--- src/hdl/tcjq_pkg.sv ---
package tcjq_pkg;

	localparam int QUEUE_DEPTH = 16;
	localparam int ADDR_W = (QUEUE_DEPTH > 1) ? $clog2(QUEUE_DEPTH) : 1;
	localparam int CNT_W = $clog2(QUEUE_DEPTH + 1);
	localparam int ID_W = 16;
	localparam int PAGE_W = 16;
	localparam int ENTRY_W = ID_W + PAGE_W;
	localparam int TOTAL_W = 32;

	localparam logic [CNT_W-1:0] DEPTH_CNT = CNT_W'(QUEUE_DEPTH);

	localparam logic [1:0] OP_ENQUEUE = 2'd0;
	localparam logic [1:0] OP_SERVE = 2'd1;
	localparam logic [1:0] OP_CANCEL = 2'd2;

	localparam logic [1:0] ST_OK = 2'd0;
	localparam logic [1:0] ST_EMPTY = 2'd1;
	localparam logic [1:0] ST_FULL = 2'd2;
	localparam logic [1:0] ST_NOT_FOUND = 2'd3;

	localparam logic CLS_NORMAL = 1'b0;
	localparam logic CLS_PRIORITY = 1'b1;

endpackage

--- src/hdl/tcjq_req_if.sv ---
interface tcjq_req_if;
	import tcjq_pkg::*;

	logic valid;
	logic ready;
	logic [1:0] opcode;
	logic [ID_W-1:0] job_id;
	logic [PAGE_W-1:0] page_count;
	logic priority_flag;

	modport source (output valid, opcode, job_id, page_count, priority_flag, input ready);
	modport sink (input valid, opcode, job_id, page_count, priority_flag, output ready);
endinterface

--- src/hdl/tcjq_rsp_if.sv ---
interface tcjq_rsp_if;
	import tcjq_pkg::*;

	logic valid;
	logic ready;
	logic [1:0] status;
	logic [ID_W-1:0] served_id;
	logic [PAGE_W-1:0] served_pages;
	logic from_priority;
	logic [CNT_W-1:0] normal_count;
	logic [CNT_W-1:0] priority_count;
	logic [TOTAL_W-1:0] normal_served_total;
	logic [TOTAL_W-1:0] priority_served_total;
	logic [TOTAL_W-1:0] pages_served_total;

	modport source (output valid, status, served_id, served_pages, from_priority, normal_count,
		priority_count, normal_served_total, priority_served_total, pages_served_total,
		input ready);
	modport sink (input valid, status, served_id, served_pages, from_priority, normal_count,
		priority_count, normal_served_total, priority_served_total, pages_served_total,
		output ready);
endinterface

--- src/hdl/two_class_job_queue_with_cancel_unit.sv ---
// Two-class job queue with cancel. Requests: enqueue, serve, cancel; one response per request.
// Jobs live in two circular buffers in synchronous RAM, one per class. One request is in work at
// a time. Enqueue writes its entry, if there is room, as it is accepted and, like the unused
// opcode, goes straight to the output stage; serve first reads the head of its queue from
// RAM. A cancel scans entries, normal queue first and then priority, each a RAM read and a
// compare; on a hit it moves the later entries of that queue forward to close the gap, each a
// RAM read and a write-back. A finished response waits in an output register, and a new
// request is taken once the previous one has reached that register.
module two_class_job_queue_with_cancel_unit (
	input logic clk,
	input logic arst_n,
	tcjq_req_if.sink req,
	tcjq_rsp_if.source rsp
);
	import tcjq_pkg::*;

	typedef enum logic [6:0] {
		S_IDLE = 7'b0000001,
		S_SERVE = 7'b0000010,
		S_SCAN_RD = 7'b0000100,
		S_SCAN_CK = 7'b0001000,
		S_SHIFT_RD = 7'b0010000,
		S_SHIFT_WR = 7'b0100000,
		S_FIN = 7'b1000000
	} state_t;

	state_t state_q;
	logic cls_q;
	logic [CNT_W-1:0] idx_q;
	logic [ADDR_W-1:0] head_q [2];
	logic [CNT_W-1:0] len_q [2];
	logic [ID_W-1:0] id_q;
	logic [1:0] status_q;
	logic [ID_W-1:0] rid_q;
	logic [PAGE_W-1:0] rpages_q;
	logic rprio_q;
	logic [TOTAL_W-1:0] normal_tot_q;
	logic [TOTAL_W-1:0] prio_tot_q;
	logic [TOTAL_W-1:0] pages_tot_q;
	logic out_valid_q;

	logic [1:0] wr_en;
	logic [1:0] rd_en;
	logic [ADDR_W-1:0] ram_waddr;
	logic [ADDR_W-1:0] ram_raddr;
	logic [ENTRY_W-1:0] ram_wdata;
	logic [ENTRY_W-1:0] rdata [2];
	logic [ENTRY_W-1:0] cur_entry;
	logic [CNT_W-1:0] off;
	logic [CNT_W-1:0] idx_inc;
	logic enq_cls;
	logic serve_cls;
	logic [TOTAL_W:0] pages_sum;

	function automatic logic [ADDR_W-1:0] wrap_pos(logic [ADDR_W-1:0] base,
			logic [CNT_W-1:0] ofs);
		logic [CNT_W:0] sum;
		sum = (CNT_W+1)'(base) + (CNT_W+1)'(ofs);
		if (sum >= (CNT_W+1)'(QUEUE_DEPTH)) begin
			sum = sum - (CNT_W+1)'(QUEUE_DEPTH);
		end
		return sum[ADDR_W-1:0];
	endfunction

	for (genvar g = 0; g < 2; g++) begin : g_ram
		tcjq_ram #(.WIDTH(ENTRY_W), .DEPTH(QUEUE_DEPTH)) u_ram (
			.clk(clk),
			.wr_en(wr_en[g]),
			.wr_addr(ram_waddr),
			.wr_data(ram_wdata),
			.rd_en(rd_en[g]),
			.rd_addr(ram_raddr),
			.rd_data(rdata[g])
		);
	end

	assign req.ready = (state_q == S_IDLE);
	assign cur_entry = rdata[cls_q];
	assign idx_inc = idx_q + CNT_W'(1);
	assign off = (state_q == S_SHIFT_RD) ? idx_inc : idx_q;
	assign enq_cls = req.priority_flag;
	assign serve_cls = (len_q[CLS_PRIORITY] != '0) ? CLS_PRIORITY : CLS_NORMAL;
	assign pages_sum = (TOTAL_W+1)'(pages_tot_q) + (TOTAL_W+1)'(cur_entry[PAGE_W-1:0]);

	always_comb begin
		wr_en = '0;
		rd_en = '0;
		ram_waddr = wrap_pos(head_q[cls_q], idx_q);
		ram_raddr = wrap_pos(head_q[cls_q], off);
		ram_wdata = cur_entry;
		unique case (state_q)
			S_IDLE: begin
				if (req.valid && req.opcode == OP_ENQUEUE && len_q[enq_cls] < DEPTH_CNT) begin
					wr_en[enq_cls] = 1'b1;
					ram_waddr = wrap_pos(head_q[enq_cls], len_q[enq_cls]);
					ram_wdata = {req.job_id, req.page_count};
				end else if (req.valid && req.opcode == OP_SERVE) begin
					rd_en[serve_cls] = (len_q[serve_cls] != '0);
					ram_raddr = head_q[serve_cls];
				end
			end
			S_SCAN_RD: rd_en[cls_q] = (idx_q < len_q[cls_q]);
			S_SHIFT_RD: rd_en[cls_q] = (idx_inc < len_q[cls_q]);
			S_SHIFT_WR: wr_en[cls_q] = 1'b1;
			S_SERVE, S_SCAN_CK, S_FIN: begin
			end
			default: begin
			end
		endcase
	end

	always_ff @(posedge clk or negedge arst_n) begin
		if (!arst_n) begin
			state_q <= S_IDLE;
			cls_q <= CLS_NORMAL;
			idx_q <= '0;
			head_q[0] <= '0;
			head_q[1] <= '0;
			len_q[0] <= '0;
			len_q[1] <= '0;
			normal_tot_q <= '0;
			prio_tot_q <= '0;
			pages_tot_q <= '0;
			out_valid_q <= 1'b0;
		end else begin
			if (out_valid_q && rsp.ready && state_q != S_FIN) begin
				out_valid_q <= 1'b0;
			end
			unique case (state_q)
				S_IDLE: begin
					if (req.valid) begin
						rid_q <= '0;
						rpages_q <= '0;
						rprio_q <= 1'b0;
						id_q <= req.job_id;
						idx_q <= '0;
						case (req.opcode)
							OP_ENQUEUE: begin
								state_q <= S_FIN;
								if (len_q[enq_cls] < DEPTH_CNT) begin
									len_q[enq_cls] <= len_q[enq_cls] + CNT_W'(1);
									status_q <= ST_OK;
								end else begin
									status_q <= ST_FULL;
								end
							end
							OP_SERVE: begin
								cls_q <= serve_cls;
								if (len_q[serve_cls] != '0) begin
									status_q <= ST_OK;
									state_q <= S_SERVE;
								end else begin
									status_q <= ST_EMPTY;
									state_q <= S_FIN;
								end
							end
							OP_CANCEL: begin
								cls_q <= CLS_NORMAL;
								status_q <= ST_OK;
								state_q <= S_SCAN_RD;
							end
							default: begin
								status_q <= ST_OK;
								state_q <= S_FIN;
							end
						endcase
					end
				end
				S_SERVE: begin
					rid_q <= cur_entry[ENTRY_W-1:PAGE_W];
					rpages_q <= cur_entry[PAGE_W-1:0];
					rprio_q <= cls_q;
					head_q[cls_q] <= wrap_pos(head_q[cls_q], CNT_W'(1));
					len_q[cls_q] <= len_q[cls_q] - CNT_W'(1);
					if (cls_q == CLS_PRIORITY) begin
						if (prio_tot_q != '1) prio_tot_q <= prio_tot_q + TOTAL_W'(1);
					end else begin
						if (normal_tot_q != '1) normal_tot_q <= normal_tot_q + TOTAL_W'(1);
					end
					pages_tot_q <= pages_sum[TOTAL_W] ? '1 : pages_sum[TOTAL_W-1:0];
					state_q <= S_FIN;
				end
				S_SCAN_RD: begin
					if (idx_q < len_q[cls_q]) begin
						state_q <= S_SCAN_CK;
					end else if (cls_q == CLS_NORMAL) begin
						cls_q <= CLS_PRIORITY;
						idx_q <= '0;
					end else begin
						status_q <= ST_NOT_FOUND;
						state_q <= S_FIN;
					end
				end
				S_SCAN_CK: begin
					if (cur_entry[ENTRY_W-1:PAGE_W] == id_q) begin
						rid_q <= cur_entry[ENTRY_W-1:PAGE_W];
						rpages_q <= cur_entry[PAGE_W-1:0];
						rprio_q <= cls_q;
						state_q <= S_SHIFT_RD;
					end else begin
						idx_q <= idx_inc;
						state_q <= S_SCAN_RD;
					end
				end
				S_SHIFT_RD: begin
					if (idx_inc < len_q[cls_q]) begin
						state_q <= S_SHIFT_WR;
					end else begin
						len_q[cls_q] <= len_q[cls_q] - CNT_W'(1);
						state_q <= S_FIN;
					end
				end
				S_SHIFT_WR: begin
					idx_q <= idx_inc;
					state_q <= S_SHIFT_RD;
				end
				S_FIN: begin
					if (!out_valid_q || rsp.ready) begin
						rsp.status <= status_q;
						rsp.served_id <= rid_q;
						rsp.served_pages <= rpages_q;
						rsp.from_priority <= rprio_q;
						rsp.normal_count <= len_q[CLS_NORMAL];
						rsp.priority_count <= len_q[CLS_PRIORITY];
						rsp.normal_served_total <= normal_tot_q;
						rsp.priority_served_total <= prio_tot_q;
						rsp.pages_served_total <= pages_tot_q;
						out_valid_q <= 1'b1;
						state_q <= S_IDLE;
					end
				end
				default: state_q <= S_IDLE;
			endcase
		end
	end

	assign rsp.valid = out_valid_q;

`ifndef SYNTHESIS
	a_len_bound: assert property (@(posedge clk) disable iff (!arst_n)
		len_q[0] <= DEPTH_CNT && len_q[1] <= DEPTH_CNT)
		else $error("queue length beyond depth");

	a_leave_idle: assert property (@(posedge clk) disable iff (!arst_n)
		req.valid && req.ready |=> state_q != S_IDLE)
		else $error("request accepted without leaving idle");

	a_shift_range: assert property (@(posedge clk) disable iff (!arst_n)
		state_q == S_SHIFT_WR |-> idx_inc < len_q[cls_q])
		else $error("gap close beyond queue length");

	a_no_clobber: assert property (@(posedge clk) disable iff (!arst_n)
		rsp.valid && !rsp.ready |=> rsp.valid && $stable(rsp.served_id))
		else $error("pending response overwritten");
`endif
endmodule

--- src/hdl/tcjq_ram.sv ---
module tcjq_ram #(
	parameter int WIDTH = 32,
	parameter int DEPTH = 16
) (
	input logic clk,
	input logic wr_en,
	input logic [((DEPTH > 1) ? $clog2(DEPTH) : 1)-1:0] wr_addr,
	input logic [WIDTH-1:0] wr_data,
	input logic rd_en,
	input logic [((DEPTH > 1) ? $clog2(DEPTH) : 1)-1:0] rd_addr,
	output logic [WIDTH-1:0] rd_data
);
	logic [WIDTH-1:0] mem [DEPTH];

	always_ff @(posedge clk) begin
		if (wr_en) begin
			mem[wr_addr] <= wr_data;
		end
		if (rd_en) begin
			rd_data <= mem[rd_addr];
		end
	end
endmodule
--- src/flat_wrapper.sv ---
// flat-port wrapper written by rule: the top's interface ports become plain ports
module two_class_job_queue_with_cancel_unit_flat import tcjq_pkg::*;
  (clk, arst_n, req_valid, req_opcode, req_job_id, req_page_count, req_priority_flag, req_ready, rsp_valid, rsp_status, rsp_served_id, rsp_served_pages, rsp_from_priority, rsp_normal_count, rsp_priority_count, rsp_normal_served_total, rsp_priority_served_total, rsp_pages_served_total, rsp_ready);
  tcjq_req_if req_i ();
  tcjq_rsp_if rsp_i ();
  input logic clk;
  input logic arst_n;
  input wire logic [$bits(req_i.valid)-1:0] req_valid;
  input wire logic [$bits(req_i.opcode)-1:0] req_opcode;
  input wire logic [$bits(req_i.job_id)-1:0] req_job_id;
  input wire logic [$bits(req_i.page_count)-1:0] req_page_count;
  input wire logic [$bits(req_i.priority_flag)-1:0] req_priority_flag;
  output wire logic [$bits(req_i.ready)-1:0] req_ready;
  output wire logic [$bits(rsp_i.valid)-1:0] rsp_valid;
  output wire logic [$bits(rsp_i.status)-1:0] rsp_status;
  output wire logic [$bits(rsp_i.served_id)-1:0] rsp_served_id;
  output wire logic [$bits(rsp_i.served_pages)-1:0] rsp_served_pages;
  output wire logic [$bits(rsp_i.from_priority)-1:0] rsp_from_priority;
  output wire logic [$bits(rsp_i.normal_count)-1:0] rsp_normal_count;
  output wire logic [$bits(rsp_i.priority_count)-1:0] rsp_priority_count;
  output wire logic [$bits(rsp_i.normal_served_total)-1:0] rsp_normal_served_total;
  output wire logic [$bits(rsp_i.priority_served_total)-1:0] rsp_priority_served_total;
  output wire logic [$bits(rsp_i.pages_served_total)-1:0] rsp_pages_served_total;
  input wire logic [$bits(rsp_i.ready)-1:0] rsp_ready;
  assign req_i.valid = req_valid;
  assign req_i.opcode = req_opcode;
  assign req_i.job_id = req_job_id;
  assign req_i.page_count = req_page_count;
  assign req_i.priority_flag = req_priority_flag;
  assign req_ready = req_i.ready;
  assign rsp_valid = rsp_i.valid;
  assign rsp_status = rsp_i.status;
  assign rsp_served_id = rsp_i.served_id;
  assign rsp_served_pages = rsp_i.served_pages;
  assign rsp_from_priority = rsp_i.from_priority;
  assign rsp_normal_count = rsp_i.normal_count;
  assign rsp_priority_count = rsp_i.priority_count;
  assign rsp_normal_served_total = rsp_i.normal_served_total;
  assign rsp_priority_served_total = rsp_i.priority_served_total;
  assign rsp_pages_served_total = rsp_i.pages_served_total;
  assign rsp_i.ready = rsp_ready;
  two_class_job_queue_with_cancel_unit u_core (.clk(clk), .arst_n(arst_n), .req(req_i), .rsp(rsp_i));
endmodule
--- config.mk ---
export PLATFORM = sky130hd
export DESIGN_NAME = two_class_job_queue_with_cancel_unit_flat
export DESIGN_NICKNAME = d
export VERILOG_FILES = /design/src/hdl/tcjq_pkg.sv /design/src/hdl/tcjq_req_if.sv /design/src/hdl/tcjq_rsp_if.sv /design/src/hdl/two_class_job_queue_with_cancel_unit.sv /design/src/hdl/tcjq_ram.sv /design/src/flat_wrapper.sv
export SDC_FILE = /design/constraint.sdc
export NUM_CORES = 2
export LEC_CHECK = 0
export ABC_AREA = 1
export BUFFER_PORTS_ARGS = -buffer_cell sky130_fd_sc_hd__buf_2
export CAP_MARGIN = 5
export CELL_PAD_IN_SITES_DETAIL_PLACEMENT = 0
export CELL_PAD_IN_SITES_GLOBAL_PLACEMENT = 2
export CORE_ASPECT_RATIO = 0.8
export CORE_MARGIN = 1
export CORE_UTILIZATION = 33
export CTS_BUF_LIST = sky130_fd_sc_hd__clkbuf_4
export CTS_CLUSTER_SIZE = 40
export DETAILED_ROUTE_END_ITERATION = 7
export GPL_TIMING_DRIVEN = 0
export PLACE_DENSITY = 0.77
export SKIP_CTS_REPAIR_TIMING = 1
export SYNTH_ARGS = -nofsm -noshare
export SYNTH_HDL_FRONTEND = slang
export SYNTH_SLANG_ARGS = --single-unit
--- constraint.sdc ---
create_clock -name clk -period 10.6 [get_ports clk]
set_input_delay 1.06 -clock clk [delete_from_list [all_inputs] [get_ports clk]]
set_output_delay 1.06 -clock clk [all_outputs]
set_load 0.1 [all_outputs]
Yosys cells after proc, flatten, opt, wreduce, memory -nomap -nowiden
Memory sizes are Yosys's and may differ from the RTL's. A register that Yosys moved wholly into a read port is not among the register bits. Cells that the tools add are included.

Add/sub/neg operators: 14. Multipliers: 0. Divide/modulo/power cells: 0. Order comparisons: 18. Equal/unequal tests: 25. Shift-type cells: 0. Multiplexer cells: 101. Bitwise operators: 7. Reduce and logical (&&, ||, !) cells: 29.

Operators by type and width (number): 2-to-1 mux 32 bit (6); case mux 16 bit (3 select lines) (2); 2-to-1 mux 5 bit (17); 2-to-1 mux 4 bit (20); adder 32 x 1 -> 32 bit (second input constant) (2); inequality test 32 bit (second input constant) (2); case mux 7 bit (7 select lines) (1); 2-to-1 mux 16 bit (3); 2-to-1 mux 7 bit (6); 2-to-1 mux 10 bit (4); adder 32 x 16 -> 33 bit (1); case mux 10 bit (3 select lines) (1); bitwise mux 10 bit (2); case mux 5 bit (4 select lines) (1); adder 4 x 5 -> 6 bit (3); >= comparator 6 x 5 -> 1 bit (second input constant) (3); equality test 16 bit (1); 2-to-1 mux 1 bit (16); subtractor 4 x 1 -> 4 bit (second input constant) (4); AND reduction 3 bit (5); AND reduction 5 bit (3); 2-to-1 mux 2 bit (7); case mux 7 bit (2 select lines) (1); case mux 2 bit (2 select lines) (3); 42 further kinds (80).

Register bits after elaboration: 320. Latch bits: 0. RAM bits: 1024. Memory bits (read-only): 0. Bits of input ports: 39. Output and inout port bits: 143. Logic and storage cells: 221. Memories kept: 2.

Memories: u_core.g_ram[0].u_ram.mem (depth 16, width 32, rd ports 1, clocked after memory_dff 1, write ports 1, line tcjq_ram.sv:13) `logic [WIDTH-1:0] mem [DEPTH];`; u_core.g_ram[1].u_ram.mem (depth 16, width 32, rd ports 1, clocked after memory_dff 1, write ports 1, line tcjq_ram.sv:13).

Depth between registers and ports, before layout
Depth after elaboration: 11. Gate-level depth with buffers: 19. Gate-level depth less buffers: 18.

Hierarchy
A second synthesis with hierarchy kept.

Cells, all modules: 6200. Area total of the unflattened synthesis: 63079.2 um^2.

Modules (own cells, without submodules): tcjq_ram at u_core.g_ram[0].u_ram (instances 1, cells an instance 2120, area an instance 23064.6 um^2, seq. area each 16335.7 um^2); tcjq_ram at u_core.g_ram[1].u_ram (instances 1, cells an instance 2120, area an instance 23058.4 um^2, seq. area each 16335.7 um^2); two_class_job_queue_with_cancel_unit (instances 1, cells an instance 1960, area an instance 16956.3 um^2, seq. area each 8969.9 um^2).

Worst setup path before layout
No wires, ideal clock.

Path type: input-to-reg. Start point: input port rsp_ready. End point: register u_core.rsp.from_priority, enable pin. Library setup time: 815 ps. Data arrival time: 10632 ps. Data required time: 9785 ps. Slack: -847 ps. Stages on the path: 2. Path buffers: 0. Cells stage by stage: nor2_1 > nor3_1.

Longest elaborated chain between the ends: 2.

RTL lines: start: declaration (line flat_wrapper.sv:24) `input wire logic [$bits(rsp_i.ready)-1:0] rsp_ready;`; logical OR 1 bit (line two_class_job_queue_with_cancel_unit.sv:218) `if (!out_valid_q || rsp.ready) begin`; AND reduction 3 bit (no source line); end signal: assignment (line two_class_job_queue_with_cancel_unit.sv:222) `rsp.from_priority <= rprio_q;`; end: declaration (line tcjq_rsp_if.sv:16) `modport source (output valid, status, served_id, served_pages, from_priority, normal_count,`.

No other way between the ends. A chain may end at the register's enable or synchronous reset.

Worst setup path after layout
Start point: register u_core.cls_q. End point: register u_core.g_ram[0].u_ram.rd_data[25] (read register of u_core.g_ram[0].u_ram.mem) (data pin).

Longest elaborated chain between the ends: 10. Elaborated cells between the ends (all ways): 24. Classes of those cells: 2 x add/sub; 5 x order compare; 13 x mux; 3 x bitwise; 1 x reduce/logical.

RTL lines: start: declaration (line two_class_job_queue_with_cancel_unit.sv:28) `logic cls_q;`; start signal: assignment (line two_class_job_queue_with_cancel_unit.sv:148) `cls_q <= serve_cls;`; NOT 1 -> 2 bit (implied by the code) (line two_class_job_queue_with_cancel_unit.sv:89, two_class_job_queue_with_cancel_unit.sv:102, two_class_job_queue_with_cancel_unit.sv:103); 2-to-1 mux 4 bit (implied by the code) (3 in a row) (line two_class_job_queue_with_cancel_unit.sv:89) `ram_raddr = wrap_pos(head_q[cls_q], off);`; adder 4 x 5 -> 6 bit (line two_class_job_queue_with_cancel_unit.sv:58) `sum = (CNT_W+1)'(base) + (CNT_W+1)'(ofs);`; >= comparator 6 x 5 -> 1 bit or subtractor 4 x 1 -> 4 bit (tied branches) (line two_class_job_queue_with_cancel_unit.sv:59, two_class_job_queue_with_cancel_unit.sv:60); 2-to-1 mux 4 bit (line two_class_job_queue_with_cancel_unit.sv:59) `if (sum >= (CNT_W+1)'(QUEUE_DEPTH)) begin`; 2-to-1 mux 4 bit (line two_class_job_queue_with_cancel_unit.sv:97) `end else if (req.valid && req.opcode == OP_SERVE) begin`; 2-to-1 mux 4 bit (line two_class_job_queue_with_cancel_unit.sv:93) `if (req.valid && req.opcode == OP_ENQUEUE && len_q[enq_cls] < DEPTH_CNT) begin`; 2-to-1 mux 4 bit (line two_class_job_queue_with_cancel_unit.sv:91) `unique case (state_q)`; end: declaration (line tcjq_ram.sv:11) `output logic [WIDTH-1:0] rd_data`.

Several ways; a longest one is shown, not always the timed one. The select of a mux whose other input is x is not followed.

==> impl_summary.md <==
Status
The run finished, with violations left. The final reports fail on slew limit.

Placement
The placed wire-length estimate after detailed placement is approximately 150000 um. The placer congestion estimate is 0.899. The number of port buffers is around 180. The number of placed instances, taps included, is between 8000 and 9000.

In this run the cell area measured after placement is 69100 sq um.

Synthesis
Counting distinct cell types in the post-synthesis netlist gives 49. Synthesis produced 6012 cells. The warning count from the yosys run is 0. The post-synthesis sequential element count is ~1400. The mean post-synth cell area is 10.4 sq um. The proportion of synthesized flip-flops having asynchronous set or reset is 9.09%. The mapped netlist covers 62500 sq um. Summing the sequential cell areas from Yosys gives between 60 and 70% of the chip area.

The dominant synthesized flop cell is sky130_fd_sc_hd__edfxtp_1. The synthesized design contains between 1000 and 1500 enable-type register cells. Counting every net in the synthesized netlist gives 6097.

Pwr
The fraction of power consumed by the clock network is 21.6%. For this design the ratio of total power to cell area is slightly below 300 nW/um^2. IR analysis of the VDD net gives a maximum drop of 0.134 mV. The sequential share of power is between 30 and 40%. Net switching is approximately 45% of the power. The static leakage is roughly 0.031 uW. The internal portion of the total power is approximately 12000 uW. Combinational cells account for between 40% and 50% of the total power. The switching power summed over all nets is approximately 10000 uW.

Routing
For this run, the detailed router's first-pass iteration total came to 6. The total wire length after detailed routing is 206000 um. The detailed router finished its first iteration with between 4000 and 5000 violations.

The final route contains ~45000 vias. The average routed wire per standard cell is around 22 um. After detailed routing, the number of vias per cell comes to 4.78.

For this run, design rule violations remaining after detail routing come to 0. The remaining antenna violation count is 0.

Clock network
The clock insertion delay at the later pin of the skew report is 1380 ps. The tree is rooted in a sky130_fd_sc_hd__clkbuf_4. The clock tree synthesis step divided the H-tree into 5 levels. The number of sinks handled by clock tree synthesis is approximately 1400.

After clock tree synthesis, the clock-pin slew on the worst setup and hold paths is about 70 ps. The clock tree from TritonCTS is yes. Counting along the longest clock path gives a buffer depth of 4.

The number of buffers created by CTS is between 300 and 400.

Setup path
The critical path is of the reg -> reg type. The worst endpoint required time is around 12000 ps. The maximum net fanout on the critical path is 10. The reg-to-reg startpoint is u_core.cls_q$_DFFE_PN0P_. The depth of the worst register-to-register path is 17. The cell count along the critical path is 17. The critical path goes through buf_2, buf_4, buf_2, clkbuf_1, nand2_1, o21ai_0, ha_1, inv_1, fa_1, inv_1, o21ai_1, buf_2, buf_2, nand3_1, nand3_1, nand3_1, nand2_1. The slack of the worst reg-to-reg path is 4350 ps. The most repeated library cell on the critical path is sky130_fd_sc_hd__buf_2.

On the worst path, the slowest cell contributes a delay of 710 ps. In this run the worst setup path begins at u_core.cls_q$_DFFE_PN0P_. The terminus of the critical flop-to-flop path is u_core.g_ram[0].u_ram.rd_data[25]$_DFFE_PP_. In this run the worst setup path terminates at u_core.g_ram[0].u_ram.rd_data[25]$_DFFE_PP_. Together, buffers and inverters on the worst path number 8. Data on the critical path arrives at its endpoint at around 7400 ps.

The worst setup path is captured at a flop. The gate family responsible for the most delay along the worst path is buffers and inverters. On the critical path, the stage with the largest delay is an instance of sky130_fd_sc_hd__clkbuf_1.

The category of the worst setup path launch point is a flop.

STA
Setup total negative slack on the finished layout was measured at 0 ps. The number of hold violations in the final report is 0. The worst path uses 59.0% of the clock period.

The setup skew after layout is around 140 ps. The maximum achievable frequency is 0.160 GHz. Setup repair after global routing left no endpoint under its margin. For the pin with the worst max-slew slack, the measured transition is 1530 ps.

The minimum clock period after layout is around 6300 ps. Setup violations remaining at the end of the flow were counted as 0. In this run the tightest slew margin relative to its limit is -2.01%. The hold slack is 218 ps.

The number of pins with negative max-slew slack in the final report was 7.

Global routing
The wire length of the first global-routing pass is 293000 um. The total global routing track utilization is between 20% and 30%. The number of global-route vias before repair was between 40000 and 50000. The total congestion overflow is 0.

The number of antenna violations at the first check in global routing is 22. The maximum number of pins on one net before global-route repair is 89.

Layout
The finished layout holds about 9500 standard cells, fillers aside. For this run, the post-layout net count is about 6800. In the final layout, the share of cells above drive strength 1 is about 17%. The layout overhead on the synthesized area is 18.1%. The finished cells cover ~74000 sq um.

Floorplan
The initial core utilization is 33.3%. The core region is 188000 sq um. The x dimension of the die is slightly below 500 um.

Pin placement for this block handled around 180 I/O pins. The cell row count is 142. The die covers ~190000 sq um. The vertical die dimension is slightly below 400 um.

Min path
The tightest min-delay check is of the in -> reg type.

Run
The tool flagged a number of max-cap violations equal to 0.
how the worst min path moves through the flow:
stage | depth (start not counted) | from | endpoint
5_1_grt | 4 | req_valid | u_core.state_q[0]$_DFFE_PN1P_
6_report | 3 | req_page_count[0] | u_core.g_ram[1].u_ram.mem[13][0]$_DFFE_PP_
3_5_place_dp | 0 | u_core.rpages_q[14]$_SDFFCE_PN0P_ | u_core.rsp.served_pages[14]$_DFFE_PP_
3_3_place_gp | 0 | u_core.rpages_q[1]$_SDFFCE_PN0P_ | u_core.rsp.served_pages[1]$_DFFE_PP_
4_1_cts | 1 | arst_n | u_core.idx_q[3]$_DFFE_PN0P_
2_1_floorplan | 0 | u_core.rprio_q$_SDFFCE_PN0P_ | u_core.rsp.from_priority$_DFFE_PP_
logic make-up (layout without fill, tap and decap cells):
| kind of cell | after synthesis | in the layout | share of synthesized area (%) |
|---|---|---|---|
| xor gates and xnor gates | 107 | 107 | 1.50 |
| other | 0 | 19 | 0 |
| and+or+nand+nor | 2770 | 2770 | 19.9 |
| AOI/OAI and AO/OA | 195 | 195 | 1.63 |
| DFF | 1408 | 1408 | 66.6 |
| buffers and inverters | 1485 | 2414 | 9.39 |
| muxes | 1 | 1 | 0.0180 |
| adders and majority gates | 46 | 46 | 0.969 |
metrics by stage:
step,power (uW),util [%],worst slack (ps)
after CTS,21500,39.2,4530
after floorplan,12300,-,3470
after global placement,16500,35.5,-1600
after global routing,22600,39.3,4190
after detailed placement,16800,36.8,4570
final,21600,39.3,4350
power by group through the flow:
stage / logic (uW) / registers, uW / clock network (uW)
floorplan: 4730 / 7590 / 0
global placement: 8950 / 7540 / 0
detailed placement: 9540 / 7310 / 0
CTS: 9570 / 7190 / 4770
global route: 10400 / 7200 / 5050
finish: 9740 / 7190 / 4660
final cells by class:
cell class | count | area [sq um]
antenna | 19 | 47.5
buffer | 276 | 1330
clock buffer | 539 | 4050
clock inverter | 76 | 383
fill | 18500 | 114000
inverter | 1209 | 4540
multi-input combinational | 3119 | 15600
sequential | 1408 | 41600
tap | 2520 | 3150
timing repair buffer | 314 | 3080
routing by layer:
| layer | vias up | GRT usage [%] | part of all wire, % |
|---|---|---|---|
| met5 | - | 0 | 0 |
| met2 | 1814 | 30.3 | 42 |
| li1 | 21400 | - | - |
| met4 | 0 | 6.19 | 2.3 |
| met3 | 297 | 6.92 | 10 |
| met1 | 21800 | 30.9 | 46 |
flip-flops by register name (all words and copies together) (netlist names), 32 cells and up:
register	count
u_core.g_ram.u_ram.mem	1024
u_core.g_ram.u_ram.rd_data	64
u_core.normal_tot_q	32
u_core.pages_tot_q	32
u_core.prio_tot_q	32
u_core.rsp.normal_served_total	32
u_core.rsp.pages_served_total	32
u_core.rsp.priority_served_total	32
worst min-delay path, stage by stage:
cell and delay, ps:
sky130_fd_sc_hd__buf_2 140, sky130_fd_sc_hd__nand2_1 100, sky130_fd_sc_hd__o21ai_4 100
placed cells by master (no fill, tap or decap), types with 10 or more instances in the layout:
cell                               n
sky130_fd_sc_hd__xnor2_1          38
sky130_fd_sc_hd__buf_12           26
sky130_fd_sc_hd__nand4_1          40
sky130_fd_sc_hd__nor4_1           10
sky130_fd_sc_hd__buf_6            52
sky130_fd_sc_hd__dfrtp_1         127
sky130_fd_sc_hd__buf_2           352
sky130_fd_sc_hd__or2_2            21
sky130_fd_sc_hd__xor2_1           69
sky130_fd_sc_hd__nand2_1        1146
sky130_fd_sc_hd__nor3_2           16
sky130_fd_sc_hd__buf_4            19
sky130_fd_sc_hd__ha_1             42
sky130_fd_sc_hd__inv_1          1201
sky130_fd_sc_hd__clkbuf_4        539
sky130_fd_sc_hd__a21oi_1          49
sky130_fd_sc_hd__o21ai_4          32
sky130_fd_sc_hd__o21ai_0          88
sky130_fd_sc_hd__nor2_4           18
sky130_fd_sc_hd__dlygate4sd3_1    18
sky130_fd_sc_hd__edfxtp_1       1280
sky130_fd_sc_hd__buf_16           27
sky130_fd_sc_hd__buf_8            10
sky130_fd_sc_hd__buf_1            15
sky130_fd_sc_hd__nand3_1        1289
sky130_fd_sc_hd__diode_2          19
sky130_fd_sc_hd__nor2_1          159
sky130_fd_sc_hd__clkinv_1         63
sky130_fd_sc_hd__nor3_1           40
sky130_fd_sc_hd__clkbuf_1         70
synth_stat cells, types with 4 or more instances:
| cell type | n | share of area (%) |
|---|---|---|
| sky130_fd_sc_hd__buf_2 | 171 | 1.4 |
| sky130_fd_sc_hd__xor2_1 | 69 | 0.97 |
| sky130_fd_sc_hd__o21ai_0 | 121 | 0.97 |
| sky130_fd_sc_hd__buf_1 | 15 | 0.090 |
| sky130_fd_sc_hd__ha_1 | 42 | 0.84 |
| sky130_fd_sc_hd__dfrtp_1 | 127 | 5.1 |
| sky130_fd_sc_hd__xnor2_1 | 38 | 0.53 |
| sky130_fd_sc_hd__nor2_1 | 176 | 1.1 |
| sky130_fd_sc_hd__a21o_1 | 5 | 0.060 |
| sky130_fd_sc_hd__buf_4 | 17 | 0.20 |
| sky130_fd_sc_hd__nor3_1 | 57 | 0.46 |
| sky130_fd_sc_hd__nor4_1 | 10 | 0.10 |
| sky130_fd_sc_hd__clkbuf_1 | 71 | 0.43 |
| sky130_fd_sc_hd__edfxtp_1 | 1280 | 62 |
| sky130_fd_sc_hd__nand4_1 | 40 | 0.40 |
| sky130_fd_sc_hd__nand3_1 | 1289 | 10 |
| sky130_fd_sc_hd__nand3b_1 | 8 | 0.096 |
| sky130_fd_sc_hd__or2_2 | 21 | 0.21 |
| sky130_fd_sc_hd__nand2_1 | 1146 | 6.9 |
| sky130_fd_sc_hd__o21ai_1 | 8 | 0.064 |
| sky130_fd_sc_hd__inv_1 | 1201 | 7.2 |
| sky130_fd_sc_hd__a21oi_1 | 49 | 0.39 |
| sky130_fd_sc_hd__nor2_2 | 4 | 0.040 |
| sky130_fd_sc_hd__fa_1 | 4 | 0.13 |
| sky130_fd_sc_hd__nand2_2 | 4 | 0.040 |
| sky130_fd_sc_hd__inv_2 | 6 | 0.036 |
Power figures use the tool's default switching activity.
